[src/hw/rtl/pse_pkg.sv]
`timescale 1ns / 1ps

package pse_pkg;

    // token mode
    localparam logic MODE_PUSH = 1'b0;
    localparam logic MODE_OPER = 1'b1;

    // operator codes
    localparam logic [1:0] OP_ADD = 2'd0;
    localparam logic [1:0] OP_SUB = 2'd1;
    localparam logic [1:0] OP_MUL = 2'd2;
    localparam logic [1:0] OP_DIV = 2'd3;

    typedef enum logic [2:0] {
        ST_OK        = 3'd0,
        ST_UNDERFLOW = 3'd1,
        ST_DIVZERO   = 3'd2,
        ST_FULL      = 3'd3,
        ST_MALFORMED = 3'd4
    } t_status;

    typedef enum logic [1:0] {
        CELL_HOLD    = 2'd0,
        CELL_LOAD_UP = 2'd1,
        CELL_LOAD_DN = 2'd2
    } t_cell_op;

    typedef struct packed {
        logic        start;
        logic        is_div;
    } t_md_req;

    typedef struct packed {
        logic        mode;
        logic [30:0] operand_value;
        logic [1:0]  op_code;
        logic        last_token;
    } t_in_word;

    typedef struct packed {
        logic signed [31:0] top_value;
        logic [6:0]         stack_depth;
        logic [2:0]         status;
        logic               expression_done;
    } t_out_word;

endpackage

[src/hw/rtl/postfix_stack_evaluator.sv]
`timescale 1ns / 1ps

// Postfix expression evaluator on a stack built as a row of shifting cells.
// Input channel (i_in_valid / o_in_ready / i_in_word) takes one token word:
// a push token places operand_value on top, an operator token pops the top
// A and the entry below B and pushes B op A (add, subtract, multiply,
// truncating divide, all wrapping at VALUE_WIDTH bits).
// Output channel (o_out_valid / i_out_ready / o_out_word) returns one word
// per token: top value, depth, status and whether the expression closed.
// Push, add, subtract and any token that errors or is ignored go from accept
// straight to the report state, which writes the result word out, and a new
// token is taken only once the evaluator is back in idle. Multiply and divide
// run through a bit-serial unit, one bit a cycle: the evaluator waits in the
// calc state until the unit is done, then puts the result in place and reports.
// The first error is latched and later tokens are ignored until the token
// marked last, which reports and then empties the stack and clears the error.
// Reset empties the stack and clears the error; no clearing pass is needed.
// When the receiver stalls, one result waits in the output register and one
// more in a skid register; input stalls while the skid is full or a token is in work.
module postfix_stack_evaluator
    import pse_pkg::*;
#(
    parameter int STACK_DEPTH = 64,
    parameter int VALUE_WIDTH = 32
) (
    input  logic      i_clk,
    input  logic      i_rst_n,
    input  logic      i_in_valid,
    output logic      o_in_ready,
    input  t_in_word  i_in_word,
    output logic      o_out_valid,
    input  logic      i_out_ready,
    output t_out_word o_out_word
);

    localparam int SPW = $clog2(STACK_DEPTH + 1);
    localparam int W   = VALUE_WIDTH;

    typedef enum logic [1:0] {
        S_IDLE,
        S_CALC,
        S_REPORT
    } t_state;

    t_state           r_state;
    t_state           n_state;
    logic [SPW-1:0]   r_sp;
    logic [SPW-1:0]   n_sp;
    t_status          r_err;
    t_status          n_err;
    logic             r_last;
    logic             r_out_valid;
    t_out_word        r_out_word;
    logic             r_skid_valid;
    t_out_word        r_skid_word;

    logic [W-1:0]     s_val [STACK_DEPTH];
    logic [W-1:0]     s_cell0_in;
    t_cell_op         s_op_top;
    t_cell_op         s_op_rest;
    t_md_req          s_md_req;
    logic             s_md_done;
    logic [W-1:0]     s_md_result;
    logic             s_accept;
    logic             s_out_free;
    t_status          s_status;
    t_out_word        s_res;
    logic signed [W-1:0] s_top_s;

    assign o_in_ready = (r_state == S_IDLE) && !r_skid_valid;
    assign s_accept   = i_in_valid && o_in_ready;

    // ---------------- stack cells ----------------
    for (genvar gi = 0; gi < STACK_DEPTH; gi++) begin : g_cell
        logic [W-1:0] w_up;
        logic [W-1:0] w_dn;
        if (gi == 0) begin : g_head
            assign w_up = s_cell0_in;
        end else begin : g_body
            assign w_up = s_val[gi-1];
        end
        if (gi == STACK_DEPTH - 1) begin : g_tail
            assign w_dn = s_val[gi];
        end else begin : g_inner
            assign w_dn = s_val[gi+1];
        end
        pse_cell #(
            .WIDTH (W)
        ) u_cell (
            .i_clk (i_clk),
            .i_op  ((gi == 0) ? s_op_top : s_op_rest),
            .i_up  (w_up),
            .i_dn  (w_dn),
            .o_val (s_val[gi])
        );
    end

    pse_muldiv #(
        .WIDTH (W)
    ) u_muldiv (
        .i_clk    (i_clk),
        .i_rst_n  (i_rst_n),
        .i_req    (s_md_req),
        .i_below  (s_val[1]),
        .i_top    (s_val[0]),
        .o_done   (s_md_done),
        .o_result (s_md_result)
    );

    // ---------------- control ----------------
    always_comb begin
        n_state          = r_state;
        n_sp             = r_sp;
        n_err            = r_err;
        s_op_top         = CELL_HOLD;
        s_op_rest        = CELL_HOLD;
        s_cell0_in       = s_md_result;
        s_md_req.start   = 1'b0;
        s_md_req.is_div  = (i_in_word.op_code == OP_DIV);

        unique case (r_state)
            S_IDLE: begin
                if (s_accept) begin
                    n_state = S_REPORT;
                    if (r_err == ST_OK) begin
                        if (i_in_word.mode == MODE_PUSH) begin
                            if (r_sp >= SPW'(STACK_DEPTH)) begin
                                n_err = ST_FULL;
                            end else begin
                                s_cell0_in = W'(i_in_word.operand_value);
                                s_op_top   = CELL_LOAD_UP;
                                s_op_rest  = CELL_LOAD_UP;
                                n_sp       = r_sp + SPW'(1);
                            end
                        end else if (r_sp < SPW'(2)) begin
                            n_err = ST_UNDERFLOW;
                        end else begin
                            case (i_in_word.op_code)
                                OP_ADD: begin
                                    s_cell0_in = s_val[1] + s_val[0];
                                    s_op_top   = CELL_LOAD_UP;
                                    s_op_rest  = CELL_LOAD_DN;
                                    n_sp       = r_sp - SPW'(1);
                                end
                                OP_SUB: begin
                                    s_cell0_in = s_val[1] - s_val[0];
                                    s_op_top   = CELL_LOAD_UP;
                                    s_op_rest  = CELL_LOAD_DN;
                                    n_sp       = r_sp - SPW'(1);
                                end
                                default: begin
                                    if (i_in_word.op_code == OP_DIV && s_val[0] == '0) begin
                                        n_err = ST_DIVZERO;
                                    end else begin
                                        s_md_req.start = 1'b1;
                                        n_state        = S_CALC;
                                    end
                                end
                            endcase
                        end
                    end
                end
            end
            S_CALC: begin
                if (s_md_done) begin
                    s_op_top  = CELL_LOAD_UP;
                    s_op_rest = CELL_LOAD_DN;
                    n_sp      = r_sp - SPW'(1);
                    n_state   = S_REPORT;
                end
            end
            S_REPORT: begin
                n_state = S_IDLE;
                if (r_last) begin
                    n_sp  = '0;
                    n_err = ST_OK;
                end
            end
            default: n_state = S_IDLE;
        endcase
    end

    // result word, formed from the stack after the token took effect
    assign s_top_s = s_val[0];
    always_comb begin
        if (r_err != ST_OK) begin
            s_status = r_err;
        end else if (r_last && r_sp != SPW'(1)) begin
            s_status = ST_MALFORMED;
        end else begin
            s_status = ST_OK;
        end
        s_res.top_value       = (r_sp != '0) ? 32'(s_top_s) : '0;
        s_res.stack_depth     = 7'(r_sp);
        s_res.status          = s_status;
        s_res.expression_done = r_last;
    end

    assign s_out_free = !r_out_valid || i_out_ready;

    always_ff @(posedge i_clk) begin
        if (!i_rst_n) begin
            r_state      <= S_IDLE;
            r_sp         <= '0;
            r_err        <= ST_OK;
            r_out_valid  <= 1'b0;
            r_skid_valid <= 1'b0;
        end else begin
            r_state <= n_state;
            r_sp    <= n_sp;
            r_err   <= n_err;
            if (s_accept) begin
                r_last <= i_in_word.last_token;
            end
            if (s_out_free) begin
                if (r_skid_valid) begin
                    r_out_word   <= r_skid_word;
                    r_out_valid  <= 1'b1;
                    r_skid_valid <= 1'b0;
                end else if (r_state == S_REPORT) begin
                    r_out_word  <= s_res;
                    r_out_valid <= 1'b1;
                end else begin
                    r_out_valid <= 1'b0;
                end
            end else if (r_state == S_REPORT) begin
                r_skid_word  <= s_res;
                r_skid_valid <= 1'b1;
            end
        end
    end

    assign o_out_valid = r_out_valid;
    assign o_out_word  = r_out_word;

    // ---------------- assertions ----------------
    a_depth_bound: assert property (@(posedge i_clk) disable iff (!i_rst_n)
        r_sp <= SPW'(STACK_DEPTH))
        else $error("stack depth beyond capacity");

    a_skid_behind_out: assert property (@(posedge i_clk) disable iff (!i_rst_n)
        r_skid_valid |-> r_out_valid)
        else $error("skid word held with output register empty");

    a_md_done_in_calc: assert property (@(posedge i_clk) disable iff (!i_rst_n)
        s_md_done |-> (r_state == S_CALC))
        else $error("multiply/divide finished outside of calc state");

    a_last_clears: assert property (@(posedge i_clk) disable iff (!i_rst_n)
        (r_state == S_REPORT && r_last) |=> (r_sp == '0 && r_err == ST_OK))
        else $error("closing token did not clear the stack");

endmodule

[src/hw/rtl/pse_cell.sv]
`timescale 1ns / 1ps

module pse_cell
    import pse_pkg::*;
#(
    parameter int WIDTH = 32
) (
    input  logic             i_clk,
    input  t_cell_op         i_op,
    input  logic [WIDTH-1:0] i_up,
    input  logic [WIDTH-1:0] i_dn,
    output logic [WIDTH-1:0] o_val
);

    logic [WIDTH-1:0] r_val;
    logic [WIDTH-1:0] n_val;

    always_comb begin
        unique case (i_op)
            CELL_LOAD_UP: n_val = i_up;
            CELL_LOAD_DN: n_val = i_dn;
            default:      n_val = r_val;
        endcase
    end

    // stack entries carry no reset, only entries below the depth are read
    always_ff @(posedge i_clk) begin
        r_val <= n_val;
    end

    assign o_val = r_val;

endmodule

[src/hw/rtl/pse_muldiv.sv]
`timescale 1ns / 1ps

module pse_muldiv
    import pse_pkg::*;
#(
    parameter int WIDTH = 32
) (
    input  logic             i_clk,
    input  logic             i_rst_n,
    input  t_md_req          i_req,
    input  logic [WIDTH-1:0] i_below,
    input  logic [WIDTH-1:0] i_top,
    output logic             o_done,
    output logic [WIDTH-1:0] o_result
);

    localparam int CW = $clog2(WIDTH);

    logic [WIDTH-1:0] r_acc;
    logic [WIDTH-1:0] r_x;
    logic [WIDTH-1:0] r_y;
    logic [CW-1:0]    r_cnt;
    logic             r_busy;
    logic             r_done;
    logic             r_div;
    logic             r_neg;

    logic [WIDTH-1:0] s_mag_top;
    logic [WIDTH-1:0] s_mag_below;
    logic [WIDTH:0]   s_rem_sh;
    logic             s_qbit;
    logic [WIDTH-1:0] s_quo;

    assign s_mag_top   = i_top[WIDTH-1]   ? (~i_top + WIDTH'(1))   : i_top;
    assign s_mag_below = i_below[WIDTH-1] ? (~i_below + WIDTH'(1)) : i_below;

    // restoring divide step: remainder in r_acc, dividend shifts out of r_y
    // while quotient bits shift in
    assign s_rem_sh = {r_acc, r_y[WIDTH-1]};
    assign s_qbit   = (s_rem_sh >= {1'b0, r_x});

    assign s_quo    = r_neg ? (~r_y + WIDTH'(1)) : r_y;
    assign o_result = r_div ? s_quo : r_acc;
    assign o_done   = r_done;

    always_ff @(posedge i_clk) begin
        if (!i_rst_n) begin
            r_busy <= 1'b0;
            r_done <= 1'b0;
        end else begin
            r_done <= 1'b0;
            if (i_req.start) begin
                r_busy <= 1'b1;
                r_cnt  <= '0;
                r_div  <= i_req.is_div;
                r_acc  <= '0;
                r_neg  <= i_top[WIDTH-1] ^ i_below[WIDTH-1];
                if (i_req.is_div) begin
                    r_x <= s_mag_top;
                    r_y <= s_mag_below;
                end else begin
                    r_x <= i_below;
                    r_y <= i_top;
                end
            end else if (r_busy) begin
                if (r_div) begin
                    r_acc <= s_qbit ? WIDTH'(s_rem_sh - {1'b0, r_x}) : WIDTH'(s_rem_sh);
                    r_y   <= {r_y[WIDTH-2:0], s_qbit};
                end else begin
                    // shift-add multiply, low bits only since the result wraps
                    r_acc <= r_acc + (r_y[0] ? r_x : '0);
                    r_x   <= {r_x[WIDTH-2:0], 1'b0};
                    r_y   <= {1'b0, r_y[WIDTH-1:1]};
                end
                r_cnt <= r_cnt + CW'(1);
                if (r_cnt == CW'(WIDTH - 1)) begin
                    r_busy <= 1'b0;
                    r_done <= 1'b1;
                end
            end
        end
    end

endmodule
[config.mk]
export PLATFORM = sky130hd
export DESIGN_NAME = postfix_stack_evaluator
export DESIGN_NICKNAME = d
export VERILOG_FILES = /design/src/hw/rtl/pse_pkg.sv /design/src/hw/rtl/postfix_stack_evaluator.sv /design/src/hw/rtl/pse_cell.sv /design/src/hw/rtl/pse_muldiv.sv
export SDC_FILE = /design/constraint.sdc
export NUM_CORES = 2
export LEC_CHECK = 0
export ABC_AREA = 1
export BUFFER_PORTS_ARGS = -buffer_cell sky130_fd_sc_hd__buf_2
export CORE_ASPECT_RATIO = 1.2
export CORE_MARGIN = 10
export CORE_UTILIZATION = 35
export DETAILED_ROUTE_END_ITERATION = 8
export PLACE_DENSITY = 0.46
export SLEW_MARGIN = 20
export SYNTH_ARGS = -nofsm -noshare
export SYNTH_HDL_FRONTEND = slang
export SYNTH_HIERARCHICAL = 1
export SYNTH_SLANG_ARGS = --single-unit
export TNS_END_PERCENT = 10
[constraint.sdc]
create_clock -name i_clk -period 10.2 [get_ports i_clk]
set_input_delay 0 -clock i_clk [delete_from_list [all_inputs] [get_ports i_clk]]
set_output_delay 0 -clock i_clk [all_outputs]
set_load 0.05 [all_outputs]
==> impl_metrics.toml <==
[worst_setup_path]
critical_path_class = "reg -> reg"
reg2regPathDepth = 15
cp.required_ns = 10.81
reg2reg_to = "g_cell[14].u_cell/o_val[27]$_DFFE_PP_"
path_max_fanout = 37
start_kind = "flip-flop"
cp-end-kind = "flip-flop"
regToRegSetupSlack_ns = 5.40
arrival_ns = 5.41
r2r-start = "r_sp[2]$_SDFFE_PN0P_"

[min_path]
min_path_cells = 4
min_path_type = "in -> reg"
min-delay-start = "i_rst_n"
min_to = "r_sp[5]$_SDFFE_PN0P_"

[global_route]
met3_usage_pct = 2.41
grtUsageMet2_pct = 29.6
antenna_found_initial = 5
grt_pass1_vias = 82200
use_met1_pct = 26.4
grt_pass1_wl_um = 523000
busiest_layer = "met2"
grt.total_usage_pct = 18.7
grt_overflow = 0
grt_max_degree = 72

[flow_run]
max_cap_violations = 0

[yosys]
avgSynthCellArea_um2 = 9.32
ys.warnings.count = 6
synth_edf_count = 2238
ys_ff_latch = 2253
syn_nets = 12700
postSynthCellCount = 12500
ys_seq_area_share_pct = 58.0
synthArstFlopShare_pct = 0
synth_ff_type = "edfxtp_1"
syn-cell-area_mm2 = 0.116
ys_types = 59

[timing]
fin_crit_sh_pct = 47.1
rsz0062_at_grt = "false"
finClkSkew_ns = 0.0621
slew_headroom_pct = 0.251
finalSetupViolations = 0
hold_viol = 0
period_needed_ns = 4.80
hold-worst-slack_ns = 0.0970
drv_slew = 0
max_freq_mhz = 208
tightestPinTransition_ns = 1.50
fin_ws_ns = 5.40
final.setup.tns_ns = 0

[outcome]
status = "completed"

[placement]
detailed_place_hpwl_um = 259000
place_ws_ns = 5.13
placement.io_buffers = 83
gp_congestion = 0.905
dpl.cell_count = 16600

[clocking]
clock_sinks = 2253
clockRootBuffer = "clkbuf_16"
cts_tree = "yes"
cts_inserted_buffers = 263
clk_pin_slew_worst_paths_ns = 0.06
clk-insertion-delay-late_ns = 0.88
cts_setup_buffers = 0
h-tree-depth = 5
clock_path_buffers = 4

[cells_and_area]
drive_gt1_share_pct = 10.9
final_cells = 17100
nets = 12700
syn_to_final_growth_pct = 7.81

[pwr]
power.density_mw_per_mm2 = 299
leakagePower_uw = 0.0539
ir_drop_mv = 0.152

[routing]
wl_um = 347000
drc = 0
via_count = 82200
wl_per_cell_um = 20.3
dr.pass1.iters = 6
ant_nets = 0
drt-initial-drc-count = 6975
avgViaCountPerCell = 4.80

[die]
num_io_pins = 84
core_mm2 = 0.332
dieArea_mm2 = 0.356
die_height_um = 652
rows = 232
die_w_um = 547
initial_core_util_pct = 35.1
[repair_timing]
action / CTS / global route
gates resized for setup: 0 / 0
hold buffers: 46 / 0
endpoints found under the setup margin: 0 / 0
hold endpoints to repair: 101 / 0
[per-layer routing]
layer / vias to the layer above / wire [µm]
met5: - / 39
met4: 6 / 12600
met3: 504 / 17300
met2: 2127 / 156000
met1: 39500 / 161000
li1: 40100 / -
[layout by cell type, fill, tap and decap left out, types with 22 or more instances in the layout]
cell / n
edfxtp_1: 2238
nand2_1: 6643
dlygate4sd3_1: 46
inv_8: 65
buf_4: 120
a221oi_1: 22
nand2_2: 648
o211ai_1: 23
nor3_1: 56
a21oi_1: 215
nand4_1: 67
nand3_1: 224
inv_1: 693
clkinv_2: 37
xor2_1: 96
clkinv_1: 56
buf_2: 83
inv_2: 43
nor2_1: 341
clkbuf_1: 56
o21ai_0: 199
clkbuf_16: 274
ha_1: 166
[cell usage after synthesis (4+ instances only)]
| library cell | n | area, µm² |
|---|---|---|
| a21oi_1 | 215 | 1080 |
| a221oi_1 | 22 | 193 |
| a22oi_1 | 12 | 90.1 |
| a22oi_2 | 4 | 50.1 |
| a31oi_1 | 8 | 50.1 |
| and2_1 | 11 | 68.8 |
| buf_1 | 10 | 37.5 |
| buf_12 | 64 | 1280 |
| buf_2 | 18 | 90.1 |
| buf_6 | 195 | 2200 |
| clkbuf_1 | 74 | 278 |
| clkbuf_8 | 192 | 2640 |
| clkinv_1 | 4 | 15.0 |
| dfxtp_1 | 15 | 300 |
| edfxtp_1 | 2238 | 67200 |
| ha_1 | 172 | 2150 |
| inv_1 | 731 | 2740 |
| inv_2 | 11 | 41.3 |
| inv_8 | 64 | 721 |
| nand2_1 | 6644 | 24900 |
| nand2_2 | 648 | 4050 |
| nand3_1 | 224 | 1120 |
| nand3_2 | 5 | 50.1 |
| nand3b_1 | 11 | 82.6 |
| nand4_1 | 67 | 419 |
| nor2_1 | 344 | 1290 |
| nor2_2 | 12 | 75.1 |
| nor2_4 | 4 | 45.0 |
| nor3_1 | 56 | 280 |
| nor4_1 | 6 | 37.5 |
| o2111ai_1 | 4 | 35.0 |
| o211ai_1 | 23 | 173 |
| o21a_1 | 4 | 30.0 |
| o21ai_0 | 204 | 1020 |
| o21ai_1 | 11 | 55.1 |
| o21bai_1 | 10 | 75.1 |
| o221ai_1 | 7 | 61.3 |
| o31ai_1 | 9 | 67.6 |
| or2_2 | 11 | 68.8 |
| xnor2_1 | 10 | 87.6 |
| xor2_1 | 96 | 841 |
[power by group]
part	switching, µW	internal [µW]
combinational	7730	2870
sequential	2640	15100
clock	3870	5350
[kinds of logic (layout without fill, tap and decap cells)]
kind of cell | Yosys count | after routing | share of synthesized area, %
xor+xnor | 106 | 106 | 0.797
fa+ha+maj | 175 | 175 | 1.90
simple gates | 8054 | 8054 | 28.0
flops | 2253 | 2253 | 58.0
other cells | 1 | 4 | 0.00322
buf+inv | 1367 | 1515 | 8.65
compound gates | 546 | 546 | 2.66
[cell type report]
| cell class | count | area (µm²) |
|---|---|---|
| sequential | 2253 | 67500 |
| multi-input combinational | 8882 | 38900 |
| tap | 4446 | 5560 |
| inverter | 811 | 3530 |
| clock inverter | 124 | 1150 |
| fill | 34100 | 207000 |
| antenna | 3 | 7.51 |
| timing repair buffer | 249 | 1780 |
| clock buffer | 331 | 7080 |
[sequential cells by signal, summed over array words and instances, names as in the netlist]
signal	cells
u_muldiv/r_busy	1
u_muldiv/r_neg	1
r_err	2
r_last	1
g_cell.u_cell/o_val	2048
u_muldiv/r_acc	32
u_muldiv/r_div	1
o_out_valid	1
o_out_word	43
u_muldiv/r_x	32
u_muldiv/r_y	32
u_muldiv/r_cnt	5
r_state	2
u_muldiv/o_done	1
r_skid_valid	1
r_sp	7
r_skid_word	43
[worst max path at each step]
stage,start,end,slack (ns)
floorplan,r_state[1]$_SDFFE_PN0P_,g_cell[10].u_cell/o_val[0]$_DFFE_PP_,4.11
global placement,r_sp[2]$_SDFFE_PN0P_,g_cell[30].u_cell/o_val[30]$_DFFE_PP_,5.01
detailed placement,r_sp[2]$_SDFFE_PN0P_,g_cell[20].u_cell/o_val[10]$_DFFE_PP_,5.13
CTS,r_sp[2]$_SDFFE_PN0P_,g_cell[20].u_cell/o_val[10]$_DFFE_PP_,5.11
global route,r_sp[2]$_SDFFE_PN0P_,g_cell[14].u_cell/o_val[26]$_DFFE_PP_,5.12
finish,r_sp[2]$_SDFFE_PN0P_,g_cell[14].u_cell/o_val[27]$_DFFE_PP_,5.40
[worst max-delay path, cell delays in order (launching register included)]
cell and delay [ns]:
dfxtp_1 0.49, nor2_2 0.13, nand3_2 0.19, nand2_4 0.17, inv_4 0.38, nand2_2 0.15, nor2_4 0.19, inv_2 0.09
o21ai_4 0.06, buf_4 0.45, buf_4 0.73, ha_1 0.70, buf_4 0.37, inv_8 0.14, nand2_1 0.09, nand2_1 0.05
[metrics by stage]
step / total power (µW) / util [%] / area [µm²]
3_3_place_gp: 28300 / 35.2 / 117000
2_1_floorplan: 24600 / - / 116000
5_1_grt: 39900 / 37.8 / 126000
6_report: 37500 / 37.8 / 126000
3_5_place_dp: 28500 / 35.2 / 117000
4_1_cts: 37900 / 37.8 / 126000
Power figures use the tool's default switching activity.
